<file path="src/rtl/assert_macros.svh">
// assertion helpers for the rtl
`ifndef ASSERT_MACROS_SVH
`define ASSERT_MACROS_SVH

// a property that holds in every cycle out of reset
`define ASSERT_ALWAYS(label, clk, rstn, prop, msg) \
    label: assert property (@(posedge clk) disable iff (!(rstn)) (prop)) else $error(msg);

// a same-cycle implication
`define ASSERT_IMPL(label, clk, rstn, ante, cons, msg) \
    label: assert property (@(posedge clk) disable iff (!(rstn)) (ante) |-> (cons)) \
        else $error(msg);

// an implication checked in the next cycle
`define ASSERT_NEXT(label, clk, rstn, ante, cons, msg) \
    label: assert property (@(posedge clk) disable iff (!(rstn)) (ante) |=> (cons)) \
        else $error(msg);

`endif

</file>
<file path="src/rtl/fhss_pkg.sv">
`default_nettype none
package fhss_pkg;

    localparam int CNT_W       = 20;
    localparam int TRK_W       = 8;
    localparam int RCNT_W      = 7;
    localparam int CFG_IDX_W   = 3;
    localparam int RECAL_STEPS = 85;

    // item kinds, also used for the active command
    localparam logic [3:0] MODE_TICK       = 4'd0;
    localparam logic [3:0] MODE_MOTOR_ON   = 4'd1;
    localparam logic [3:0] MODE_MOTOR_OFF  = 4'd2;
    localparam logic [3:0] MODE_RECAL      = 4'd3;
    localparam logic [3:0] MODE_SEEK       = 4'd4;
    localparam logic [3:0] MODE_SIDE       = 4'd5;
    localparam logic [3:0] MODE_PREP_READ  = 4'd6;
    localparam logic [3:0] MODE_PREP_WRITE = 4'd7;
    localparam logic [3:0] MODE_DISK_CHECK = 4'd8;
    localparam logic [3:0] CMD_NONE        = 4'd0;

    // result status codes
    localparam logic [2:0] ST_OK        = 3'd0;
    localparam logic [2:0] ST_RANGE     = 3'd1;
    localparam logic [2:0] ST_NO_TRK00  = 3'd2;
    localparam logic [2:0] ST_BAD_SEC   = 3'd3;
    localparam logic [2:0] ST_PROTECTED = 3'd4;
    localparam logic [2:0] ST_BUSY      = 3'd5;

    // configuration register indexes
    localparam logic [CFG_IDX_W-1:0] REG_DIR_SETUP   = 3'd0;
    localparam logic [CFG_IDX_W-1:0] REG_STEP_PULSE  = 3'd1;
    localparam logic [CFG_IDX_W-1:0] REG_STEP_RATE   = 3'd2;
    localparam logic [CFG_IDX_W-1:0] REG_SETTLE      = 3'd3;
    localparam logic [CFG_IDX_W-1:0] REG_SPIN_UP     = 3'd4;
    localparam logic [CFG_IDX_W-1:0] REG_SIDE_SETTLE = 3'd5;
    localparam logic [CFG_IDX_W-1:0] REG_TRACK_COUNT = 3'd6;
    localparam logic [CFG_IDX_W-1:0] REG_SECTORS     = 3'd7;

    typedef enum logic [3:0] {
        PH_IDLE    = 4'd0,
        PH_SPIN    = 4'd1,
        PH_RCHECK  = 4'd2,
        PH_RSETUP  = 4'd3,
        PH_RPULSE  = 4'd4,
        PH_RRATE   = 4'd5,
        PH_RSETTLE = 4'd6,
        PH_SCHECK  = 4'd7,
        PH_SSETUP  = 4'd8,
        PH_SPULSE  = 4'd9,
        PH_SRATE   = 4'd10,
        PH_SSETTLE = 4'd11,
        PH_SIDE    = 4'd12
    } phase_t;

    typedef struct packed {
        logic [CNT_W-1:0] dir_setup_ticks;
        logic [CNT_W-1:0] step_pulse_ticks;
        logic [CNT_W-1:0] step_rate_ticks;
        logic [CNT_W-1:0] settle_ticks;
        logic [CNT_W-1:0] spin_up_ticks;
        logic [CNT_W-1:0] side_settle_ticks;
        logic [TRK_W-1:0] track_count;
        logic [7:0]       sectors_per_track;
    } cfg_t;

    typedef struct packed {
        logic [3:0]       mode;
        logic [TRK_W-1:0] target_track;
        logic             side_sel;
        logic [7:0]       sector_num;
        logic             trk00_n;
        logic             wpt_n;
        logic             dskchg_n;
    } item_t;

    typedef struct packed {
        logic             step_line;
        logic             dir_inward;
        logic             motor_line;
        logic             side_line;
        logic             busy_res;
        logic             done_res;
        logic [2:0]       status;
        logic [TRK_W-1:0] track_now;
        logic             disk_seen;
        logic             write_protect;
    } res_t;

endpackage
`default_nettype wire

</file>
<file path="src/rtl/floppy_head_seek_sequencer.sv">
// An accepted item is held in the input register until the result register is
// free or being taken; its result is then offered from the result register.
// Throughput: one item per cycle while results are taken; the sequencer state updates in one pass.
// Reset: synchronous, active low; clears the valid flags of both pipeline stages, the head
// state and lines, and loads the timing and geometry registers with their defaults.
`default_nettype none
`include "assert_macros.svh"
module floppy_head_seek_sequencer (
    input  wire logic                           aclk,
    input  wire logic                           aresetn,
    input  wire logic                           cfg_wr_en,
    input  wire logic [fhss_pkg::CFG_IDX_W-1:0] cfg_index,
    input  wire logic [fhss_pkg::CNT_W-1:0]     cfg_wdata,
    input  wire logic                           s_tvalid,
    output logic                                s_tready,
    // target_track[7:0], side_sel[8], sector_num[16:9], trk00_n[17],
    // wpt_n[18], dskchg_n[19], zero fill[23:20]
    input  wire logic [23:0]                    s_tdata,
    // mode[3:0]
    input  wire logic [3:0]                     s_tuser,
    output logic                                m_tvalid,
    input  wire logic                           m_tready,
    // step_line[0], dir_inward[1], motor_line[2], side_line[3], busy_res[4],
    // done_res[5], status[8:6], track_now[16:9], disk_seen[17],
    // write_protect[18], zero fill[23:19]
    output logic [23:0]                         m_tdata
);
    import fhss_pkg::*;

    logic   in_valid_reg;
    item_t  in_item_reg;
    logic   out_valid_reg;
    res_t   out_res_reg;
    res_t   res;
    cfg_t   cfg;
    logic   fire;

    fhss_cfg u_cfg (
        .aclk      (aclk),
        .aresetn   (aresetn),
        .cfg_wr_en (cfg_wr_en),
        .cfg_index (cfg_index),
        .cfg_wdata (cfg_wdata),
        .cfg       (cfg)
    );

    fhss_seq u_seq (
        .aclk    (aclk),
        .aresetn (aresetn),
        .step_en (fire),
        .item    (in_item_reg),
        .cfg     (cfg),
        .res     (res)
    );

    // an item moves on when the result register is free or being taken
    assign fire     = in_valid_reg && (!out_valid_reg || m_tready);
    assign s_tready = !in_valid_reg || fire;

    // input register
    always_ff @(posedge aclk) begin
        if (!aresetn) begin
            in_valid_reg <= 1'b0;
        end else if (s_tready) begin
            in_valid_reg <= s_tvalid;
        end
    end

    always_ff @(posedge aclk) begin
        if (s_tready && s_tvalid) begin
            in_item_reg.mode         <= s_tuser;
            in_item_reg.target_track <= s_tdata[7:0];
            in_item_reg.side_sel     <= s_tdata[8];
            in_item_reg.sector_num   <= s_tdata[16:9];
            in_item_reg.trk00_n      <= s_tdata[17];
            in_item_reg.wpt_n        <= s_tdata[18];
            in_item_reg.dskchg_n     <= s_tdata[19];
        end
    end

    // result register
    always_ff @(posedge aclk) begin
        if (!aresetn) begin
            out_valid_reg <= 1'b0;
        end else if (fire) begin
            out_valid_reg <= 1'b1;
        end else if (m_tready) begin
            out_valid_reg <= 1'b0;
        end
    end

    always_ff @(posedge aclk) begin
        if (fire) begin
            out_res_reg <= res;
        end
    end

    assign m_tvalid = out_valid_reg;
    assign m_tdata  = {5'd0,
                       out_res_reg.write_protect,
                       out_res_reg.disk_seen,
                       out_res_reg.track_now,
                       out_res_reg.status,
                       out_res_reg.done_res,
                       out_res_reg.busy_res,
                       out_res_reg.side_line,
                       out_res_reg.motor_line,
                       out_res_reg.dir_inward,
                       out_res_reg.step_line};

    // a finished command leaves the sequencer idle
    `ASSERT_IMPL(a_done_idle, aclk, aresetn, out_valid_reg && out_res_reg.done_res, !out_res_reg.busy_res, "done item reports busy")
    // a rejected command means a sequence is still running
    `ASSERT_IMPL(a_busy_reject, aclk, aresetn, out_valid_reg && out_res_reg.status == ST_BUSY, out_res_reg.busy_res && !out_res_reg.done_res, "busy rejection while idle or done")
    // the step line only pulses inside a sequence
    `ASSERT_IMPL(a_step_busy, aclk, aresetn, out_valid_reg && out_res_reg.step_line, out_res_reg.busy_res, "step line asserted while idle")
    // an item that moves on is offered as a result next cycle
    `ASSERT_NEXT(a_fire_loads, aclk, aresetn, fire, out_valid_reg, "result register not loaded")

endmodule
`default_nettype wire

</file>
<file path="src/rtl/fhss_cfg.sv">
`default_nettype none
module fhss_cfg (
    input  wire logic                          aclk,
    input  wire logic                          aresetn,
    input  wire logic                          cfg_wr_en,
    input  wire logic [fhss_pkg::CFG_IDX_W-1:0] cfg_index,
    input  wire logic [fhss_pkg::CNT_W-1:0]     cfg_wdata,
    output fhss_pkg::cfg_t                      cfg
);
    import fhss_pkg::*;

    cfg_t cfg_reg;

    // register file, narrow registers keep the low bits
    always_ff @(posedge aclk) begin
        if (!aresetn) begin
            cfg_reg.dir_setup_ticks   <= CNT_W'(10);
            cfg_reg.step_pulse_ticks  <= CNT_W'(3);
            cfg_reg.step_rate_ticks   <= CNT_W'(3000);
            cfg_reg.settle_ticks      <= CNT_W'(15000);
            cfg_reg.spin_up_ticks     <= CNT_W'(500000);
            cfg_reg.side_settle_ticks <= CNT_W'(100);
            cfg_reg.track_count       <= TRK_W'(80);
            cfg_reg.sectors_per_track <= 8'd18;
        end else if (cfg_wr_en) begin
            case (cfg_index)
                REG_DIR_SETUP:   cfg_reg.dir_setup_ticks   <= cfg_wdata;
                REG_STEP_PULSE:  cfg_reg.step_pulse_ticks  <= cfg_wdata;
                REG_STEP_RATE:   cfg_reg.step_rate_ticks   <= cfg_wdata;
                REG_SETTLE:      cfg_reg.settle_ticks      <= cfg_wdata;
                REG_SPIN_UP:     cfg_reg.spin_up_ticks     <= cfg_wdata;
                REG_SIDE_SETTLE: cfg_reg.side_settle_ticks <= cfg_wdata;
                REG_TRACK_COUNT: cfg_reg.track_count       <= cfg_wdata[TRK_W-1:0];
                REG_SECTORS:     cfg_reg.sectors_per_track <= cfg_wdata[7:0];
                default:         cfg_reg <= cfg_reg;
            endcase
        end
    end

    assign cfg = cfg_reg;

endmodule
`default_nettype wire

</file>
<file path="src/rtl/fhss_seq.sv">
`default_nettype none
module fhss_seq (
    input  wire logic           aclk,
    input  wire logic           aresetn,
    input  wire logic           step_en,
    input  wire fhss_pkg::item_t item,
    input  wire fhss_pkg::cfg_t  cfg,
    output fhss_pkg::res_t      res
);
    import fhss_pkg::*;

    phase_t            phase_reg, phase_next;
    logic [3:0]        cmd_reg, cmd_next;
    logic [CNT_W-1:0]  wait_cnt_reg, wait_cnt_next;
    logic [TRK_W-1:0]  head_reg, head_next;
    logic [TRK_W-1:0]  goal_reg, goal_next;
    logic              goal_side_reg, goal_side_next;
    logic [RCNT_W-1:0] recal_reg, recal_next;
    logic              calib_reg, calib_next;
    logic              motor_reg, motor_next;
    logic              side_reg, side_next;
    logic              present_reg, present_next;
    logic              protect_reg, protect_next;
    logic              step_reg, step_next;
    logic              dir_reg, dir_next;
    logic              done_next;
    logic [2:0]        status_next;

    // next state for one item
    always_comb begin
        logic             wait_done;
        logic [CNT_W-1:0] wait_dec;
        logic             do_prep;
        logic             do_seek;

        wait_done      = (wait_cnt_reg <= CNT_W'(1));
        wait_dec       = wait_done ? '0 : wait_cnt_reg - CNT_W'(1);
        do_prep        = 1'b0;
        do_seek        = 1'b0;
        phase_next     = phase_reg;
        cmd_next       = cmd_reg;
        wait_cnt_next  = wait_cnt_reg;
        head_next      = head_reg;
        goal_next      = goal_reg;
        goal_side_next = goal_side_reg;
        recal_next     = recal_reg;
        calib_next     = calib_reg;
        motor_next     = motor_reg;
        side_next      = side_reg;
        present_next   = present_reg;
        protect_next   = protect_reg;
        step_next      = step_reg;
        dir_next       = dir_reg;
        done_next      = 1'b0;
        status_next    = ST_OK;

        if (item.mode == MODE_TICK) begin
            // one timed action of the running sequence
            case (phase_reg)
                PH_IDLE: begin
                    phase_next = PH_IDLE;
                end
                PH_SPIN: begin
                    wait_cnt_next = wait_dec;
                    if (wait_done) begin
                        if (cmd_reg == MODE_MOTOR_ON) begin
                            phase_next  = PH_IDLE;
                            cmd_next    = CMD_NONE;
                            done_next   = 1'b1;
                            status_next = ST_OK;
                        end else begin
                            do_prep = 1'b1;
                        end
                    end
                end
                PH_RCHECK: begin
                    if (recal_reg >= RCNT_W'(RECAL_STEPS)) begin
                        phase_next  = PH_IDLE;
                        cmd_next    = CMD_NONE;
                        done_next   = 1'b1;
                        status_next = ST_NO_TRK00;
                    end else if (!item.trk00_n) begin
                        head_next     = '0;
                        calib_next    = 1'b1;
                        phase_next    = PH_RSETTLE;
                        wait_cnt_next = cfg.settle_ticks;
                    end else begin
                        recal_next    = recal_reg + RCNT_W'(1);
                        dir_next      = 1'b0;
                        phase_next    = PH_RSETUP;
                        wait_cnt_next = cfg.dir_setup_ticks;
                    end
                end
                PH_RSETUP, PH_SSETUP: begin
                    wait_cnt_next = wait_dec;
                    if (wait_done) begin
                        step_next     = 1'b1;
                        phase_next    = (phase_reg == PH_RSETUP) ? PH_RPULSE : PH_SPULSE;
                        wait_cnt_next = cfg.step_pulse_ticks;
                    end
                end
                PH_RPULSE, PH_SPULSE: begin
                    wait_cnt_next = wait_dec;
                    if (wait_done) begin
                        step_next     = 1'b0;
                        phase_next    = (phase_reg == PH_RPULSE) ? PH_RRATE : PH_SRATE;
                        wait_cnt_next = cfg.step_rate_ticks;
                    end
                end
                PH_RRATE: begin
                    wait_cnt_next = wait_dec;
                    if (wait_done) begin
                        phase_next = PH_RCHECK;
                    end
                end
                PH_SRATE: begin
                    wait_cnt_next = wait_dec;
                    if (wait_done) begin
                        head_next  = dir_reg ? head_reg + TRK_W'(1) : head_reg - TRK_W'(1);
                        phase_next = PH_SCHECK;
                    end
                end
                PH_RSETTLE: begin
                    wait_cnt_next = wait_dec;
                    if (wait_done) begin
                        if (cmd_reg == MODE_RECAL) begin
                            phase_next  = PH_IDLE;
                            cmd_next    = CMD_NONE;
                            done_next   = 1'b1;
                            status_next = ST_OK;
                        end else begin
                            phase_next = PH_SCHECK;
                        end
                    end
                end
                PH_SCHECK: begin
                    if (head_reg == goal_reg) begin
                        phase_next    = PH_SSETTLE;
                        wait_cnt_next = cfg.settle_ticks;
                    end else begin
                        dir_next      = (goal_reg > head_reg);
                        phase_next    = PH_SSETUP;
                        wait_cnt_next = cfg.dir_setup_ticks;
                    end
                end
                PH_SSETTLE: begin
                    wait_cnt_next = wait_dec;
                    if (wait_done) begin
                        if (cmd_reg == MODE_SEEK) begin
                            phase_next  = PH_IDLE;
                            cmd_next    = CMD_NONE;
                            done_next   = 1'b1;
                            status_next = ST_OK;
                        end else begin
                            side_next     = goal_side_reg;
                            phase_next    = PH_SIDE;
                            wait_cnt_next = cfg.side_settle_ticks;
                        end
                    end
                end
                PH_SIDE: begin
                    wait_cnt_next = wait_dec;
                    if (wait_done) begin
                        phase_next  = PH_IDLE;
                        cmd_next    = CMD_NONE;
                        done_next   = 1'b1;
                        status_next = ST_OK;
                    end
                end
                default: begin
                    phase_next = PH_IDLE;
                    cmd_next   = CMD_NONE;
                end
            endcase
        end else if (item.mode inside {[MODE_MOTOR_ON:MODE_DISK_CHECK]}) begin
            if (phase_reg != PH_IDLE) begin
                // busy: leave everything alone
                status_next = ST_BUSY;
            end else begin
                cmd_next = item.mode;
                case (item.mode)
                    MODE_MOTOR_ON: begin
                        if (motor_reg) begin
                            phase_next  = PH_IDLE;
                            cmd_next    = CMD_NONE;
                            done_next   = 1'b1;
                            status_next = ST_OK;
                        end else begin
                            motor_next    = 1'b1;
                            phase_next    = PH_SPIN;
                            wait_cnt_next = cfg.spin_up_ticks;
                        end
                    end
                    MODE_MOTOR_OFF: begin
                        motor_next  = 1'b0;
                        phase_next  = PH_IDLE;
                        cmd_next    = CMD_NONE;
                        done_next   = 1'b1;
                        status_next = ST_OK;
                    end
                    MODE_RECAL: begin
                        recal_next = '0;
                        phase_next = PH_RCHECK;
                    end
                    MODE_SEEK: begin
                        goal_next = item.target_track;
                        do_seek   = 1'b1;
                    end
                    MODE_SIDE: begin
                        side_next     = item.side_sel;
                        phase_next    = PH_SIDE;
                        wait_cnt_next = cfg.side_settle_ticks;
                    end
                    MODE_PREP_READ, MODE_PREP_WRITE: begin
                        goal_next      = item.target_track;
                        goal_side_next = item.side_sel;
                        if (item.sector_num == 8'd0
                                || item.sector_num > cfg.sectors_per_track) begin
                            phase_next  = PH_IDLE;
                            cmd_next    = CMD_NONE;
                            done_next   = 1'b1;
                            status_next = ST_BAD_SEC;
                        end else if (!motor_reg) begin
                            motor_next    = 1'b1;
                            phase_next    = PH_SPIN;
                            wait_cnt_next = cfg.spin_up_ticks;
                        end else begin
                            do_prep = 1'b1;
                        end
                    end
                    default: begin
                        // disk check
                        present_next = item.dskchg_n;
                        protect_next = !item.wpt_n;
                        phase_next   = PH_IDLE;
                        cmd_next     = CMD_NONE;
                        done_next    = 1'b1;
                        status_next  = ST_OK;
                    end
                endcase
            end
        end

        // preparation: latch write protect, refuse a protected write
        if (do_prep) begin
            protect_next = !item.wpt_n;
            if (cmd_next == MODE_PREP_WRITE && protect_next) begin
                phase_next  = PH_IDLE;
                cmd_next    = CMD_NONE;
                done_next   = 1'b1;
                status_next = ST_PROTECTED;
            end else begin
                do_seek = 1'b1;
            end
        end

        // seek start: range check, recalibrate first when needed
        if (do_seek) begin
            if (goal_next >= cfg.track_count) begin
                phase_next  = PH_IDLE;
                cmd_next    = CMD_NONE;
                done_next   = 1'b1;
                status_next = ST_RANGE;
            end else if (!calib_reg) begin
                recal_next = '0;
                phase_next = PH_RCHECK;
            end else begin
                phase_next = PH_SCHECK;
            end
        end
    end

    // result fields from the updated state
    always_comb begin
        res.step_line     = step_next;
        res.dir_inward    = dir_next;
        res.motor_line    = motor_next;
        res.side_line     = side_next;
        res.busy_res      = (phase_next != PH_IDLE);
        res.done_res      = done_next;
        res.status        = status_next;
        res.track_now     = head_next;
        res.disk_seen     = present_next;
        res.write_protect = protect_next;
    end

    // sequencer state
    always_ff @(posedge aclk) begin
        if (!aresetn) begin
            phase_reg     <= PH_IDLE;
            cmd_reg       <= CMD_NONE;
            wait_cnt_reg  <= '0;
            head_reg      <= '0;
            goal_reg      <= '0;
            goal_side_reg <= 1'b0;
            recal_reg     <= '0;
            calib_reg     <= 1'b0;
            motor_reg     <= 1'b0;
            side_reg      <= 1'b0;
            present_reg   <= 1'b0;
            protect_reg   <= 1'b0;
            step_reg      <= 1'b0;
            dir_reg       <= 1'b0;
        end else if (step_en) begin
            phase_reg     <= phase_next;
            cmd_reg       <= cmd_next;
            wait_cnt_reg  <= wait_cnt_next;
            head_reg      <= head_next;
            goal_reg      <= goal_next;
            goal_side_reg <= goal_side_next;
            recal_reg     <= recal_next;
            calib_reg     <= calib_next;
            motor_reg     <= motor_next;
            side_reg      <= side_next;
            present_reg   <= present_next;
            protect_reg   <= protect_next;
            step_reg      <= step_next;
            dir_reg       <= dir_next;
        end
    end

endmodule
`default_nettype wire

</file>
<file path="config.mk">
export PLATFORM = sky130hd
export DESIGN_NAME = floppy_head_seek_sequencer
export DESIGN_NICKNAME = d
export VERILOG_FILES = /design/src/rtl/fhss_pkg.sv /design/src/rtl/floppy_head_seek_sequencer.sv /design/src/rtl/fhss_cfg.sv /design/src/rtl/fhss_seq.sv
export VERILOG_INCLUDE_DIRS = /design/src /design/src/rtl
export SDC_FILE = /design/constraint.sdc
export NUM_CORES = 1
export LEC_CHECK = 0
export BUFFER_PORTS_ARGS = -buffer_cell sky130_fd_sc_hd__buf_2
export CAP_MARGIN = 20
export CORE_MARGIN = 8
export CORE_UTILIZATION = 50
export DETAILED_ROUTE_END_ITERATION = 10
export PLACE_DENSITY = 0.68
export SYNTH_ARGS = -nofsm -noshare
export SYNTH_HDL_FRONTEND = slang
export SYNTH_SLANG_ARGS = --single-unit
</file>
<file path="constraint.sdc">
create_clock -name aclk -period 6.95 [get_ports aclk]
set_clock_uncertainty 0.05 [all_clocks]
set_input_delay 1.39 -clock aclk [delete_from_list [all_inputs] [get_ports aclk]]
set_output_delay 1.39 -clock aclk [all_outputs]
set_load 0.02 [all_outputs]
</file>
==> metrics, run 1 <==
Fin. Hold Viols 0; VDD IR max 0.184 mV; max_slew headroom 0.217; vias in the first global route 10800; dpl cells 1842; max-cap violations 0; Max FO, Critical Path 28; Gate Count Post-Synth 1537; Antenna Cells 0; root buf cell clkbuf_16; GRT Util Overall 0.233; die area 0.0299 mm2; DR vias 11400; Crit. End Element flop; Least-Margin Pin Slew 1.17 ns; Hold Crit Class flop to flop; initial antenna violation count 0; Longest Clk Path Bufs 3; CTS resizes 0; postcts setup bufs 0; Leak Pwr 5.12 nW; DRT Pass-1 Iters 8; Seq. cell area 0.00524 mm2; drt wl/cell 19.1 um; DRC violations left 0; IO Count 82; share of cells above drive strength 1 0.117; worst path arrival time 6.02 ns; hold path cells 2; share of the synthesized area in the top cell type 0.321; most common cell in the netlist nand2_1; area of the multi-input gates 0.00648 mm2; RR Endpoint u_seq.recal_reg[4]; number of synthesized flops with an enable pin 43; Critical Path Source Type flop; Placer Congestion 0.889; die height 173 um; DRT Wirelength 36100 um; RSZ-0062 raised after global routing no; Antenna Nets Post-Route 0; yosys warns 0; worst r2r src u_seq.phase_reg[0]; Synth top cells by count 349 x nand2_1, 197 x dfxtp_1, 173 x a21oi_1; cell taking the most area after synthesis dfxtp_1; vias per cell 6.03; synth unique cells 72; Synth Flop Type dfxtp_1; Worst Hold End u_cfg.cfg[42]; Synth Cell Area 0.0123 mm2; clock buffer count from CTS 27; final setup fails 0; num rows 57; FILL cells 2286; max reg flops 136; largest net degree at the start of global routing 77; Final Max Slew Viols 0; r2r setup slk 1.37 ns; Buffers on Ports 72; DRT iter0 DRCs 1225; fraction of registers with async set/reset 0; sum of negative setup slack 0 ns; H-tree level count 1; Fmax 179 MHz; pre-CTS setup slack 1.53 ns; syn_area_per_cell 8.00 um2; Cell Pwr Density 245 mW/mm2; cell depth of the worst flop-to-flop path 14; global route overflow 0; fin crit share 0.803; Clk pin slew, worst setup/hold paths 0.06 ns; Core ar. 0.0242 mm2; Final Non-Filler Cells 1893; later-pin clock latency in the skew report 0.56 ns; net count reported at finish 1640; worst hold path startpoint u_cfg.cfg[42]; CTS tree yes; clock sinks 240; Setup CP Type flop to flop; Starting Density 0.507; width of the die 173 um; Required @ worst endpoint 7.39 ns; synth-to-layout area growth 12.1%; fin crit period 5.58 ns; first-pass GRT wire length 58200 um; dpl hpwl 22800 um; hold buffers post-CTS 0; most area-consuming cells after synthesis dfxtp_1 32%, nand2_1 11%, edfxtp_1 11%, a21oi_1 7.0%, ha_1 3.5%; run status finished, final reports clean; Synth Register Bits 240; Final Worst Setup Slack 1.37 ns; sequential area share after synthesis 0.426
stage by stage:
stage,cell area [um2],hold slack (ns),util,power [mW]
floorplan,12300,0.382,-,1.80
global placement,12900,0.387,0.530,1.93
detailed placement,12900,0.393,0.530,1.93
CTS,13800,0.401,0.568,3.38
global route,13800,0.418,0.568,3.49
finish,13800,0.399,0.568,3.37
layout by cell type, fill, tap and decap left out, drive strengths merged, types with 34 or more instances in the layout:
master / count
nand2: 349
dfxtp: 197
a211oi: 42
o21ai: 43
buf: 99
inv: 46
a222oi: 36
a21oi: 173
edfxtp: 43
nor2: 98
nand3: 58
ha: 34
clkbuf: 44
cell type report:
cell class | instances | area share
multi-input cells | 1135 | 0.470
flip-flops and latches | 240 | 0.380
clock buffers | 43 | 0.0607
repair buffers | 100 | 0.0415
well taps | 324 | 0.0294
inverters | 45 | 0.0124
clock inverters | 6 | 0.00563
cells by family (layout without fill, tap and decap cells):
| kind of cell | after synthesis | in the layout | share of synthesized area |
|---|---|---|---|
| multiplexers | 29 | 29 | 0.0251 |
| AND/OR/NAND/NOR | 642 | 642 | 0.231 |
| other | 1 | 5 | 0.000305 |
| AO/OA/AOI/OAI | 399 | 399 | 0.210 |
| adder cells (fa/ha/maj) | 38 | 38 | 0.0387 |
| XOR/XNOR | 22 | 22 | 0.0157 |
| flip-flops | 240 | 240 | 0.426 |
| buffers and inverters | 166 | 194 | 0.0533 |
critical path, cell delays in order, from the launching register on:
cell and delay (ns):
dfxtp_1 0.30, buf_4 0.21, or4_1 0.73, nor2_1 0.55, o211ai_1 0.53, mux2_2 0.45, ha_1 0.30, o2111ai_1 0.11
o21a_1 0.20, o21ai_0 0.86, inv_1 0.21, a41o_1 0.31, a211o_1 0.33, or2_2 0.31, nand2_1 0.05
metal layers:
| layer | up-vias | track usage | wire length (um) |
|---|---|---|---|
| met5 | - | 0 | 0 |
| met4 | 0 | 0.0629 | 794 |
| met3 | 61 | 0.0349 | 2820 |
| met2 | 472 | 0.377 | 16500 |
| met1 | 5379 | 0.321 | 16000 |
| li1 | 5497 | - | - |
worst max path at each step:
stage                             startpoint                  to
after detailed placement  u_seq.phase_reg[0]  u_seq.recal_reg[4]
after CTS                 u_seq.phase_reg[0]  u_seq.recal_reg[4]
after global placement    u_seq.phase_reg[1]  u_seq.recal_reg[4]
after floorplan           u_seq.phase_reg[0]  u_seq.recal_reg[4]
after global routing      u_seq.phase_reg[0]  u_seq.recal_reg[5]
final                     u_seq.phase_reg[0]  u_seq.recal_reg[4]
power breakdown:
part	internal [mW]	total [mW]	switching, mW
clock network	0.865	1.46	0.593
logic	0.141	0.424	0.283
registers	1.46	1.49	0.0288
total	2.47	3.37	0.905
Note: power is estimated with default switching activity, not from simulation.
==> inputs of run 2 (changes only) <==
- ABC_AREA: not set -> 1
- clock period: 6.95 -> 5.7 ns (I/O delays scaled with it)
==> run 2 against run 1 <==
  * Global-route usage grew 0.84 points
  * Critical path type unchanged
  * Synthesized cell count up 17%
  * Sequential power increased by 23%
  * Sequential share of layout area is 1.7 points lower
  * Clock-buffer cell count fell by 4
  * Worst hold slack got worse by 0.0025 ns
==> metrics, run 2 <==
share of the synthesized area in the top cell type 0.304; Max FO, Critical Path 16; number of synthesized flops with an enable pin 43; cell taking the most area after synthesis dfxtp_1; Final Util 0.561; DRT met1 WL 17700 um; Hold Crit Class flop to flop; fin crit share 0.686; worst path arrival time 4.26 ns; clock buffer count from CTS 28; Required @ worst endpoint 6.05 ns; syn_area_per_cell 7.19 um2; width of the die 177 um; r2r setup slk 1.79 ns; VDD IR max 0.244 mV; die area 0.0314 mm2; sum of negative setup slack 0 ns; DRT Pass-1 Iters 5; vias per cell 5.64; most common cell after layout, fill and taps aside nand2_1; DRC violations left 0; Fmax 256 MHz; Cell Pwr Density 291 mW/mm2; cell depth of the worst flop-to-flop path 18; dpl cells 2142; hold path cells 2; CTS tree yes; hold buffers post-CTS 0; run status finished, final reports clean; post-layout power 4.20 mW; final setup fails 0; met3 routed wirelength 2720 um; Longest Clk Path Bufs 3; die height 177 um; sequential area share after synthesis 0.403; num rows 59; Clk pin slew, worst setup/hold paths 0.06 ns; most area-consuming cells after synthesis dfxtp_1 30%, edfxtp_1 9.9%, a21oi_1 8.4%, o21ai_0 8.4%, nand2_1 8.0%; CTS resizes 0; clock sinks 240; Final Max Slew Viols 0; Core ar. 0.0258 mm2; Starting Density 0.504; DRT Wirelength 39100 um; Fin. Hold Viols 0; vias in the first global route 11500; Synth Cell Area 0.0130 mm2; commonest non-fill, non-tap cells in the layout 274 x nand2_1, 230 x inv_1, 219 x o21ai_0, 219 x a21oi_1, 197 x dfxtp_1; later-pin clock latency in the skew report 0.56 ns; Final Non-Filler Cells 2196; share of cells above drive strength 1 0.105; DRT iter0 DRCs 1112; max-cap violations 0; most common cell in the netlist nand2_1; Critical Path Source Type flop; Synth Register Bits 240; Top Layer Used met4; max_slew headroom 0.265; Least-Margin Pin Slew 1.10 ns; first-pass GRT wire length 61400 um; yosys warns 0; RSZ-0062 raised after global routing no; DR vias 12400; synth unique cells 57; Leak Pwr 6.09 nW; Synth top cells by count 275 x nand2_1, 230 x inv_1, 219 x a21oi_1, 219 x o21ai_0, 197 x dfxtp_1; dpl hpwl 26000 um; global route overflow 0; Synth Flop Type dfxtp_1; pre-CTS setup slack 1.83 ns; Crit. End Element flop; largest net degree at the start of global routing 123; Final Worst Setup Slack 1.79 ns; postcts setup bufs 0; FILL cells 2505; max reg flops 136; Buffers on Ports 72; fin crit period 3.91 ns; initial antenna violation count 0; Antenna Cells 0; Gate Count Post-Synth 1805; fraction of registers with async set/reset 0; Antenna Nets Post-Route 0; drt wl/cell 17.8 um; GRT Util Overall 0.242; H-tree level count 1; Placer Congestion 0.912; Setup CP Type flop to flop; IO Count 82; synth-to-layout area growth 11.3%; root buf cell clkbuf_16; net count reported at finish 1930; met2 routed WL 17600 um
==> run 2: stage by stage <==
stage                     cell area, um2  hold WS [ns]
final                              14400         0.397
after global placement             13500         0.382
after CTS                          14400         0.396
after global routing               14400         0.411
after detailed placement           13500         0.387
after floorplan                    13000         0.374
==> run 2: cells by family (layout without fill, tap and decap cells) <==
logic type      count (synthesis)  after routing  share of synthesized area
compound gates                549            549                      0.233
xor+xnor                       15             15                     0.0101
fa+ha+maj                      35             35                     0.0343
buf+inv                       340            392                      0.102
flops                         240            240                      0.403
other cells                     1              5                   0.000289
simple gates                  625            625                      0.217
==> run 2: where the power goes <==
group	total [mW]	internal (mW)	switching [mW]
combinational	0.684	0.200	0.484
sequential	1.84	1.80	0.0386
clock	1.68	0.948	0.730
total	4.20	2.95	1.25
==> run 2: path summary, 6_finish.rpt <==
path                                    startpoint             end
worst max-delay path            u_seq.phase_reg[2]      m_tdata[4]
worst max register to register  u_seq.phase_reg[2]      m_tdata[4]
worst min register to register      u_cfg.cfg[108]  u_cfg.cfg[108]
worst min-delay path                u_cfg.cfg[108]  u_cfg.cfg[108]
==> run 2: cell type report <==
type | instances | area, um2 | area share
clock buffers | 39 | 772 | 0.0534
well taps | 335 | 419 | 0.0290
flip-flops and latches | 240 | 5240 | 0.362
clock inverters | 13 | 90.1 | 0.00624
inverters | 248 | 936 | 0.0648
repair buffers | 92 | 553 | 0.0383
multi-input cells | 1229 | 6440 | 0.446
==> run 2: worst max-delay path, stage by stage (launching register included) <==
cell	delay, ns
dfxtp_1	0.41
nor2_4	0.19
inv_4	0.08
nor2_8	0.14
inv_4	0.08
nor2_1	0.17
nand2_1	0.38
o21ai_0	0.45
ha_1	0.22
inv_1	0.04
a21oi_1	0.11
o21ai_0	0.08
nand2_1	0.06
o211ai_1	0.07
a41oi_1	0.61
inv_1	0.20
nor2_1	0.16
nand3_2	0.11
nand3_1	0.13
==> run 2: per-layer routing <==
| layer | GRT usage | vias up |
|---|---|---|
| li1 | - | 6122 |
| met1 | 0.333 | 5765 |
| met2 | 0.389 | 427 |
| met3 | 0.0352 | 73 |
| met4 | 0.0669 | 0 |
| met5 | 0 | - |
